`config.mk`:
```
export PLATFORM = sky130hd
export DESIGN_NAME = rse_queue
export DESIGN_NICKNAME = d
export VERILOG_FILES = /design/src/sv/rse_queue.sv
export SDC_FILE = /design/constraint.sdc
export NUM_CORES = 1
export LEC_CHECK = 0
export BUFFER_PORTS_ARGS = -buffer_cell sky130_fd_sc_hd__buf_4
export CORE_MARGIN = 2
export CORE_UTILIZATION = 50
export CTS_CLUSTER_DIAMETER = 200
export DETAILED_ROUTE_END_ITERATION = 16
export PLACE_DENSITY_LB_ADDON = 0.05
export SLEW_MARGIN = 20
export SYNTH_ARGS = -nofsm -noshare
export SYNTH_HDL_FRONTEND = slang
export SYNTH_SLANG_ARGS = --single-unit
export TNS_END_PERCENT = 5
```
`constraint.sdc`:
```
create_clock -name clk_i -period 3.02 [get_ports clk_i]
set_clock_uncertainty 0.15 [all_clocks]
set_input_delay 0.604 -clock clk_i [delete_from_list [all_inputs] [get_ports clk_i]]
set_output_delay 0.604 -clock clk_i [all_outputs]
set_load 0.05 [all_outputs]
```
`src/sv/rse_queue.sv`:
```
// rse_queue: small fifo carrying classified words from front to back.
// Depends on nothing.
module rse_queue #(
  parameter int DW    = 10,
  parameter int DEPTH = 2
) (
  input  logic          clk_i,
  input  logic          rst_ni,
  input  logic          flush_i,
  input  logic          push_i,
  input  logic [DW-1:0] wdata_i,
  output logic          full_o,
  input  logic          pop_i,
  output logic          empty_o,
  output logic [DW-1:0] rdata_o
);

  localparam int AW = (DEPTH > 1) ? $clog2(DEPTH) : 1;

  logic [DW-1:0] mem_q [DEPTH];
  logic [AW-1:0] wr_ptr_q, rd_ptr_q;
  logic [AW:0]   cnt_q;

  assign full_o  = (cnt_q == (AW+1)'(DEPTH));
  assign empty_o = (cnt_q == '0);
  assign rdata_o = mem_q[rd_ptr_q];

  // pointers and fill level
  always_ff @(posedge clk_i or negedge rst_ni) begin
    if (!rst_ni) begin
      wr_ptr_q <= '0;
      rd_ptr_q <= '0;
      cnt_q    <= '0;
    end else if (flush_i) begin
      wr_ptr_q <= '0;
      rd_ptr_q <= '0;
      cnt_q    <= '0;
    end else begin
      if (push_i) begin
        wr_ptr_q <= (wr_ptr_q == AW'(DEPTH-1)) ? '0 : wr_ptr_q + AW'(1);
      end
      if (pop_i) begin
        rd_ptr_q <= (rd_ptr_q == AW'(DEPTH-1)) ? '0 : rd_ptr_q + AW'(1);
      end
      if (push_i && !pop_i) begin
        cnt_q <= cnt_q + (AW+1)'(1);
      end else if (pop_i && !push_i) begin
        cnt_q <= cnt_q - (AW+1)'(1);
      end
    end
  end

  // storage
  always_ff @(posedge clk_i) begin
    if (push_i) begin
      mem_q[wr_ptr_q] <= wdata_i;
    end
  end

endmodule

```
==> results.py <==
metrics = {
    "layout": {
        "layout-drive-gt1-share": 0.4390,
        "final_cell_area_um2": 1217,
        "final_core_util": 0.6975,
        "final_cells": 107,
        "synthToLayoutAreaGrowth_pct": 31.13,
        "final_net_count": 98,
        "antenna-diode-count": 0,
    },
    "clock_network": {
        "h-tree-depth": 1,
        "cts-root-to-sink-buffers": 2,
        "cts.repair_timing.setup_buffer_count": 0,
        "clk_latency_ns": 0.31,
        "cts-root-buf": "sky130_fd_sc_hd__clkbuf_4",
        "clock_tree_from_tritoncts": "built",
        "tritoncts_num_sinks": 24,
        "cts_made_buffers": 3,
        "clkTransAtPathRegs_ns": 0.13,
    },
    "placed_design": {
        "post_place_setup_slack_ns": 1.057,
        "dp.cells": 102,
        "io_buffers": 26,
        "dp_hpwl_um": 908,
        "placedInstanceArea_um2": 1155,
        "gp_weighted_congestion": 0.6758,
    },
    "setup_path": {
        "regToRegEndpoint": "mem_q[0][5]",
        "crit_path_start_kind": "register",
        "required_time_worst_endpoint_ns": 2.27,
        "worst_r2r_startpoint": "wr_ptr_q",
        "largest_stage_delay_on_the_critical_path_ns": 0.66,
        "critical-path-slowest-cell": "sky130_fd_sc_hd__dfrtp_1",
        "worst_r2r_path_depth": 2,
        "timing.critical_path.to_type": "output port",
        "worst-path-max-fanout": 11,
        "critPathArrivalTime_ns": 1.55,
        "setup.worst_path.class": "reg -> out",
        "worstPathCellList": "mux2_2 > buf_4",
        "internal_reg_to_reg_setup_slack_ns": 1.60,
    },
    "min_path": {
        "worstHoldEndpoint": "wr_ptr_q",
        "hold-path-cell-count": 2,
        "min_path_type": "in -> reg",
        "holdCritStartpoint": "flush_i",
    },
    "yosys": {
        "post_synth_main_area_contributors": "sky130_fd_sc_hd__edfxtp_1, sky130_fd_sc_hd__dfrtp_1, sky130_fd_sc_hd__mux2_1",
        "syn_nets": 66,
        "synth_most_common_cell": "sky130_fd_sc_hd__edfxtp_1",
        "synth_ff_type": "sky130_fd_sc_hd__edfxtp_1",
        "synth_top_cells_by_count": "sky130_fd_sc_hd__edfxtp_1, sky130_fd_sc_hd__mux2_1, sky130_fd_sc_hd__dfrtp_1, sky130_fd_sc_hd__mux2_2, sky130_fd_sc_hd__nor2_1",
        "synth_top_cell_area_share": 0.6469,
        "post_synth.cell_area_avg_um2": 18.20,
        "synthArstFlopShare": 0.1667,
        "ys_seq_elements": 24,
        "synth_seq_area_share": 0.7547,
        "post_synth_num_cell_types": 15,
        "synth-warning-count": 0,
        "synth_enable_flop_cells": 20,
        "syn-instance-count": 51,
        "synth.cell_area_um2": 928.4,
        "post-synth-top-area-cell": "sky130_fd_sc_hd__edfxtp_1",
    },
    "global_routing": {
        "grt_pass1_vias": 439,
        "groute.usage.overall": 0.1251,
        "grt_pass1_wl_mm": 1.863,
        "global_route.overflow_total": 0,
        "antenna_found_initial": 0,
        "grt_max_degree": 15,
    },
    "pwr": {
        "p_total_mw": 0.7838,
        "peakVddDrop_v": 0.0005839,
        "cellLeakagePower_nw": 0.4812,
        "power-per-cell-area_nw_per_um2": 643.8,
    },
    "die": {
        "fp.coreArea_um2": 1745,
        "initial_utilization": 0.5319,
        "floorplan.io_pins": 27,
        "floorplan_die_width_um": 47.09,
        "placementRows": 15,
        "die_outline_area_um2": 2217,
        "dieHeight_um": 47.09,
    },
    "job": {
        "max_cap_viol_count": 0,
    },
    "detailed_routing": {
        "route.final.wire_length_mm": 1.249,
        "post-route-drc-count": 0,
        "ant_nets": 0,
        "initialDrtViolationCount": 2,
        "avgViaCountPerCell": 4.822,
        "detailedRoute.firstPassIterationCount": 4,
        "routed_wire_length_per_instance_um": 11.67,
        "vias": 516,
    },
    "sta": {
        "final_max_slew_viol_count": 0,
        "finalSetupViolations": 0,
        "fin_crit_sh": 0.7630,
        "fin_hold_ws_ns": 0.3088,
        "final.setup.worst_slack_ns": 0.7159,
        "setup-tns-final_ns": 0,
        "finalHoldViolCount": 0,
        "rsz0062_at_grt": "no",
        "worst_pin_slew_ns": 0.4832,
        "max_slew_margin": 0.6779,
        "layout_min_cycle_time_ns": 2.304,
        "achievable-frequency_mhz": 434.0,
    },
    "run_status": {
        "outcome": "finished, final reports clean",
    },
}
==> cell families after synthesis <==
kind of cell,after synthesis,synth area share
AND/OR/NAND/NOR,11,0.07277
AO/OA/AOI/OAI,1,0.005386
XOR/XNOR,4,0.03774
buffers and inverters,1,0.008089
multiplexers,10,0.1213
flip-flops,24,0.7547
==> worst max-delay path, delay by kind of cell, from the launching register on <==
family   cells  cell delay, ns
mux          1            0.39
buf+inv      1            0.19
flops        1            0.66
==> where the power goes <==
group	switching [mW]	internal [mW]	total, mW
clock	0.0917	0.134	0.226
sequential	0.0136	0.383	0.397
combinational	0.100	0.0610	0.161
==> flip-flops by register name (all words and copies together) (netlist names) <==
name	flops
wr_ptr_q	1
rd_ptr_q	1
cnt_q	2
mem_q	20
==> worst max path at each step <==
stage | from | slack (ns) | end
global route | rd_ptr_q | 0.65 | rdata_o[6]
global placement | rd_ptr_q | 1.07 | rdata_o[4]
CTS | rd_ptr_q | 0.70 | rdata_o[9]
floorplan | cnt_q[0] | 1.16 | full_o
detailed placement | rd_ptr_q | 1.06 | rdata_o[9]
finish | rd_ptr_q | 0.72 | rdata_o[9]
==> per-layer routing <==
layer	routed length [um]	up-vias	global-route usage
met5	0	-	0
met2	614	16	0.2055
met3	47	2	0.03462
li1	-	253	-
met4	19	0	0.05000
met1	568	245	0.1580
==> cell usage in the layout (no fill, tap or decap), types with 2 or more instances in the layout <==
| cell | count |
|---|---|
| sky130_fd_sc_hd__buf_4 | 27 |
| sky130_fd_sc_hd__clkbuf_4 | 3 |
| sky130_fd_sc_hd__dfrtp_1 | 4 |
| sky130_fd_sc_hd__edfxtp_1 | 20 |
| sky130_fd_sc_hd__mux2_1 | 6 |
| sky130_fd_sc_hd__mux2_2 | 4 |
| sky130_fd_sc_hd__nor2_1 | 4 |
| sky130_fd_sc_hd__nor2b_1 | 2 |
| sky130_fd_sc_hd__xnor2_1 | 3 |
==> repair_timing <==
action	CTS	global route
resized for setup	0	0
hold buffers	1	0
endpoints found under the hold margin	4	0
==> final cells by class <==
cell class                 count  area (um2)
fill                         130       528.0
sequential                    24       700.7
clock inverter                 1       30.03
timing repair buffer          28       212.7
tap                           25       31.28
multi-input combinational     26       220.2
clock buffer                   3       22.52
Power figures use the tool's default switching activity.
