`config.mk`:
```
export PLATFORM = sky130hd
export DESIGN_NAME = rse_front
export DESIGN_NICKNAME = d
export VERILOG_FILES = /design/src/sv/rse_pkg.sv /design/src/sv/rse_front.sv
export SDC_FILE = /design/constraint.sdc
export NUM_CORES = 1
export LEC_CHECK = 0
export CORE_MARGIN = 1.5
export CORE_UTILIZATION = 25
export CTS_CLUSTER_DIAMETER = 30
export DETAILED_ROUTE_END_ITERATION = 10
export DONT_BUFFER_PORTS = 1
export GPL_ROUTABILITY_DRIVEN = 0
export SLEW_MARGIN = 20
export SYNTH_ARGS = -nofsm -noshare
export SYNTH_HDL_FRONTEND = slang
export SYNTH_SLANG_ARGS = --single-unit
```
`constraint.sdc`:
```
create_clock -name clk_i -period 2.57 [get_ports clk_i]
set_clock_uncertainty 0.05 [all_clocks]
set_input_delay 0 -clock clk_i [delete_from_list [all_inputs] [get_ports clk_i]]
set_output_delay 0 -clock clk_i [all_outputs]
set_load 0.005 [all_outputs]
```
`src/sv/rse_pkg.sv`:
```
// rse_pkg: shared constants, register codes and control struct for the
// reed-solomon systematic encoder. No dependencies.
package rse_pkg;

  // default sizing handed to the top level
  localparam int MAX_PARITY_DFLT      = 32;
  localparam int MAX_SYMBOL_BITS_DFLT = 8;

  // port widths fixed by the interface
  localparam int SYM_PORT_W = 8;
  localparam int CFG_IDX_W  = 2;
  localparam int CFG_DATA_W = 6;
  localparam int ORDER_W    = 4;
  localparam int PCOUNT_W   = 6;

  // configuration register indexes
  localparam logic [CFG_IDX_W-1:0] REG_FIELD_ORDER  = 2'd0;
  localparam logic [CFG_IDX_W-1:0] REG_PARITY_COUNT = 2'd1;

  // register reset values and limits
  localparam logic [ORDER_W-1:0]  ORDER_RESET  = 4'd8;
  localparam logic [PCOUNT_W-1:0] PCOUNT_RESET = 6'd16;
  localparam int MIN_ORDER  = 4;
  localparam int MIN_PARITY = 2;

  // depth of the queue between front and back
  localparam int QUEUE_DEPTH = 2;

  // control handed from the top level to front and back
  typedef struct packed {
    logic flush;  // configuration write: drop message in progress
    logic ready;  // generator taps valid
  } rse_ctl_t;

  // primitive polynomial per symbol width
  function automatic logic [8:0] prim_poly(input logic [ORDER_W-1:0] m);
    logic [8:0] p;
    case (m)
      4'd4:    p = 9'h013;
      4'd5:    p = 9'h025;
      4'd6:    p = 9'h043;
      4'd7:    p = 9'h089;
      default: p = 9'h11D;
    endcase
    return p;
  endfunction

endpackage

```
`src/sv/rse_front.sv`:
```
// rse_front: accepts input words, masks them to the field and decides
// whether each feeds the lfsr, starts parity, or is dropped. Uses rse_pkg.
module rse_front
  import rse_pkg::*;
#(
  parameter int W = 8
) (
  input  logic                  clk_i,
  input  logic                  rst_ni,
  input  rse_ctl_t              ctl_i,
  input  logic [W-1:0]          mask_i,
  input  logic [W-1:0]          k_i,
  input  logic                  in_valid_i,
  output logic                  in_stall_o,
  input  logic [SYM_PORT_W-1:0] data_symbol_i,
  input  logic                  last_in_i,
  input  logic                  q_full_i,
  output logic                  push_o,
  output logic [W-1:0]          push_sym_o,
  output logic                  push_upd_o,
  output logic                  push_last_o
);

  logic [W-1:0] cnt_q, cnt_d;
  logic         accept;
  logic         upd;

  assign in_stall_o = !ctl_i.ready || q_full_i;
  assign accept     = in_valid_i && !in_stall_o;

  // words past k are dropped unless they close the message
  assign upd         = (cnt_q < k_i);
  assign push_o      = accept && (upd || last_in_i);
  assign push_sym_o  = data_symbol_i[W-1:0] & mask_i;
  assign push_upd_o  = upd;
  assign push_last_o = last_in_i;

  // message word count
  always_comb begin
    cnt_d = cnt_q;
    if (accept) begin
      if (last_in_i) begin
        cnt_d = '0;
      end else if (upd) begin
        cnt_d = cnt_q + W'(1);
      end
    end
    if (ctl_i.flush) begin
      cnt_d = '0;
    end
  end

  always_ff @(posedge clk_i or negedge rst_ni) begin
    if (!rst_ni) begin
      cnt_q <= '0;
    end else begin
      cnt_q <= cnt_d;
    end
  end

endmodule

```
==> impl_metrics.toml <==
[worst_hold_path]
min_from = "ctl_i[0]"
hold_depth = 1
hold_class = "in -> out"
hold_end = "in_stall_o"

[layout]
finish.net_count = 149
regMostFlops = "cnt_q"
finalNonFillerCells = 152
fill_cells = 346
largest_reg_flops = 8
layout-drive-gt1-share = 0.1574
syn_to_final_growth_pct = 13.80
fin_area_um2 = 918.4
antenna_cells = 0
largestRegisters = "cnt_q (8)"

[floorplanning]
die_area_mm2 = 0.003578
row_count = 20
ios = 43
die_y_um = 59.82
initial_utilization = 0.2643
die_w_um = 59.82
core_area_mm2 = 0.003053

[worst_setup_path]
crit_fanout = 8
cp_data_arrival_time_ns = 2.14
rrSetupSlack_ns = 0.42
crit_top_cell = "nor2_1"
worstReg2RegEnd = "cnt_q[6]"
slowest_delay_ns = 0.48
rr_startpoint = "cnt_q[5]"
path_class = "reg -> out"
crit_chain = "ha_1, a211oi_1, nor2_1, a211oi_4, buf_4, nor2_1, nor2_1"
r2r_cells = 7
crit_slowest_cell = "dfrtp_1"
startpoint_type = "flip-flop"
required_ns = 2.52
worst_setup_path_end_kind = "output port"

[timing]
max-slew-margin-rel = 0.5854
final.setup.tns_ns = 0
rsz0062_at_grt = "no"
fmax_mhz = 456.1
min_period_over_period = 0.8531
hold_violations = 0
min_period_ns = 2.193
timing.final.max_slew_violations = 0
worst-slew-pin-transition_ns = 0.6200
setup_violations = 0

[power]
power.internal_uw = 194.4
clkPwrFrac = 0.367
swShare = 0.2522
p_per_area_mw_per_mm2 = 283.1
seq_power_share = 0.490
p_sw_uw = 65.56
p_leak_uw = 0.0003880
vdd_drop_max_v = 0.00007755
comb_power_share = 0.143

[route]
dr.first_iter.drc_count = 25
vias_per_cell = 5.092
wl_per_cell_um = 12.35
detail-route-antenna-nets = 0
wl_um = 1877
drc_errors = 0
firstDrtPassIters = 4
via_count = 774

[logic_synthesis]
netlist_area_um2 = 807.0
syn_nets = 142
yosysTopAreaCell = "dfrtp_1"
synthTopCellsByArea = "dfrtp_1 (25%), ha_1 (12%), and2_1 (7.8%)"
synth.distinct_cells = 27
synth.avg_cell_area_um2 = 7.835
syn_inst = 103
synth_top_area_frac = 0.2481
seq_area_frac_synth = 0.2481
synth_warnings = 0
synth-seq-cells = 8

[global_routing]
grt_pass1_wl_um = 2973
antenna_found_initial = 0
overflow = 0
grt_max_degree = 18
grt_pass1_vias = 703
grt.total_usage = 0.1110

[clocking]
cts-root-buf = "clkbuf_4"
clkLatencyLatePin_ns = 0.25
numCtsBuffers = 3
clock_path_buffers = 2
clock_sinks = 8
cts_tree = "yes"
cts_max_level = 1
clkTransAtPathRegs_ns = 0.05

[placement]
dpl_cell_area_um2 = 835.8
numPlacedInstances = 142
portBuffers = 0
hpwl_um = 1428

[outcome]
outcome = "finished clean"

[flow_run]
cap_violations = 0
==> cell families (layout without fill, tap and decap cells) <==
logic type,Yosys count,in the layout,synth area share
AO/OA/AOI/OAI,19,19,0.2031
adder cells (fa/ha/maj),8,8,0.1240
buffers and inverters,19,24,0.1023
flip-flops,8,8,0.2481
AND/OR/NAND/NOR,49,49,0.3225
==> worst max-delay path by stage <==
stage               cells past startpoint  slack (ns)  endpoint     start
global placement                        7        0.42  cnt_q[1]  cnt_q[2]
CTS                                     7        0.17    push_o  cnt_q[5]
floorplan                               7        0.64  cnt_q[7]  cnt_q[2]
detailed placement                      7        0.33  cnt_q[0]  cnt_q[5]
finish                                  7        0.38    push_o  cnt_q[5]
global route                            7        0.20    push_o  cnt_q[5]
==> final cells by class <==
type,count,area [µm²],share of cell area
multi-input cells,76,524.3,0.5708
well taps,44,55.05,0.05995
repair buffers,8,67.56,0.07357
flip-flops and latches,8,200.2,0.2180
inverters,13,48.80,0.05313
clock buffers,3,22.52,0.02452
==> cell usage in the layout, fill, tap and decap left out, types with 2 or more instances in the layout <==
master         count
inv_1             13
nand2_1           11
and2_1            10
a31oi_1            8
ha_1               8
dfrtp_1            8
nor3_1             7
nor2_1             5
buf_4              5
a211o_2            4
nand3_1            4
nand4_1            3
and3_1             3
clkbuf_4           3
dlygate4sd3_1      3
a311o_1            2
or3b_2             2
==> cell usage after synthesis <==
cell type  instances
inv_1             13
nand2b_1           1
o21ai_0            1
nand3_1            4
a211oi_2           1
a31oi_1            8
nand4_1            3
a211oi_1           1
and3_1             3
and2_1            10
buf_6              1
nand3b_1           1
nand2_1           11
o21ai_2            1
nor3b_1            1
dfrtp_1            8
nor3_1             7
buf_4              1
nor2_1             5
clkbuf_1           3
nor2b_1            1
buf_1              1
ha_1               8
a311o_1            2
a211oi_4           1
a211o_2            4
or3b_2             2
==> through the flow <==
stage	power [µW]	setup WS [ns]	utilization	hold WS [ns]
finish	260.0	0.3774	0.3008	0.0005976
global route	279.6	0.2020	0.3008	0.004258
CTS	265.9	0.1691	0.2910	0.001957
detailed placement	155.2	0.3306	0.2738	-0.3453
global placement	154.6	0.4235	0.2738	-0.3452
floorplan	157.8	0.6408	-	-0.3456
==> what timing repair did <==
action / in CTS / in global routing
setup endpoints to repair: 0 / 1
buffers inserted: 0 / 4
hold endpoints to repair: 17 / 0
gates resized for setup: 0 / 0
hold buffers: 3 / 0
==> worst max-delay path, delay by kind of cell, from the launching register on <==
family,cells,cell delay (ns)
simple gates,3,0.29
compound gates,2,0.60
buf+inv,1,0.20
fa+ha+maj,1,0.33
flops,1,0.48
==> power by group through the flow <==
stage,registers (µW),clock network [µW],logic [µW]
final,127,95.4,37.1
after floorplan,130,0,28.3
after detailed placement,130,0,25.5
after CTS,127,101,37.5
after global routing,127,110,42.1
after global placement,130,0,24.8
==> per-layer routing <==
layer | GRT usage | part of all wire | up-vias
met5 | 0 | 0 | -
met3 | 0.01299 | 0.070 | 2
met1 | 0.1289 | 0.44 | 366
met2 | 0.1925 | 0.47 | 34
met4 | 0.06667 | 0.013 | 0
li1 | - | - | 372
Note: power is estimated with default switching activity, not from simulation.
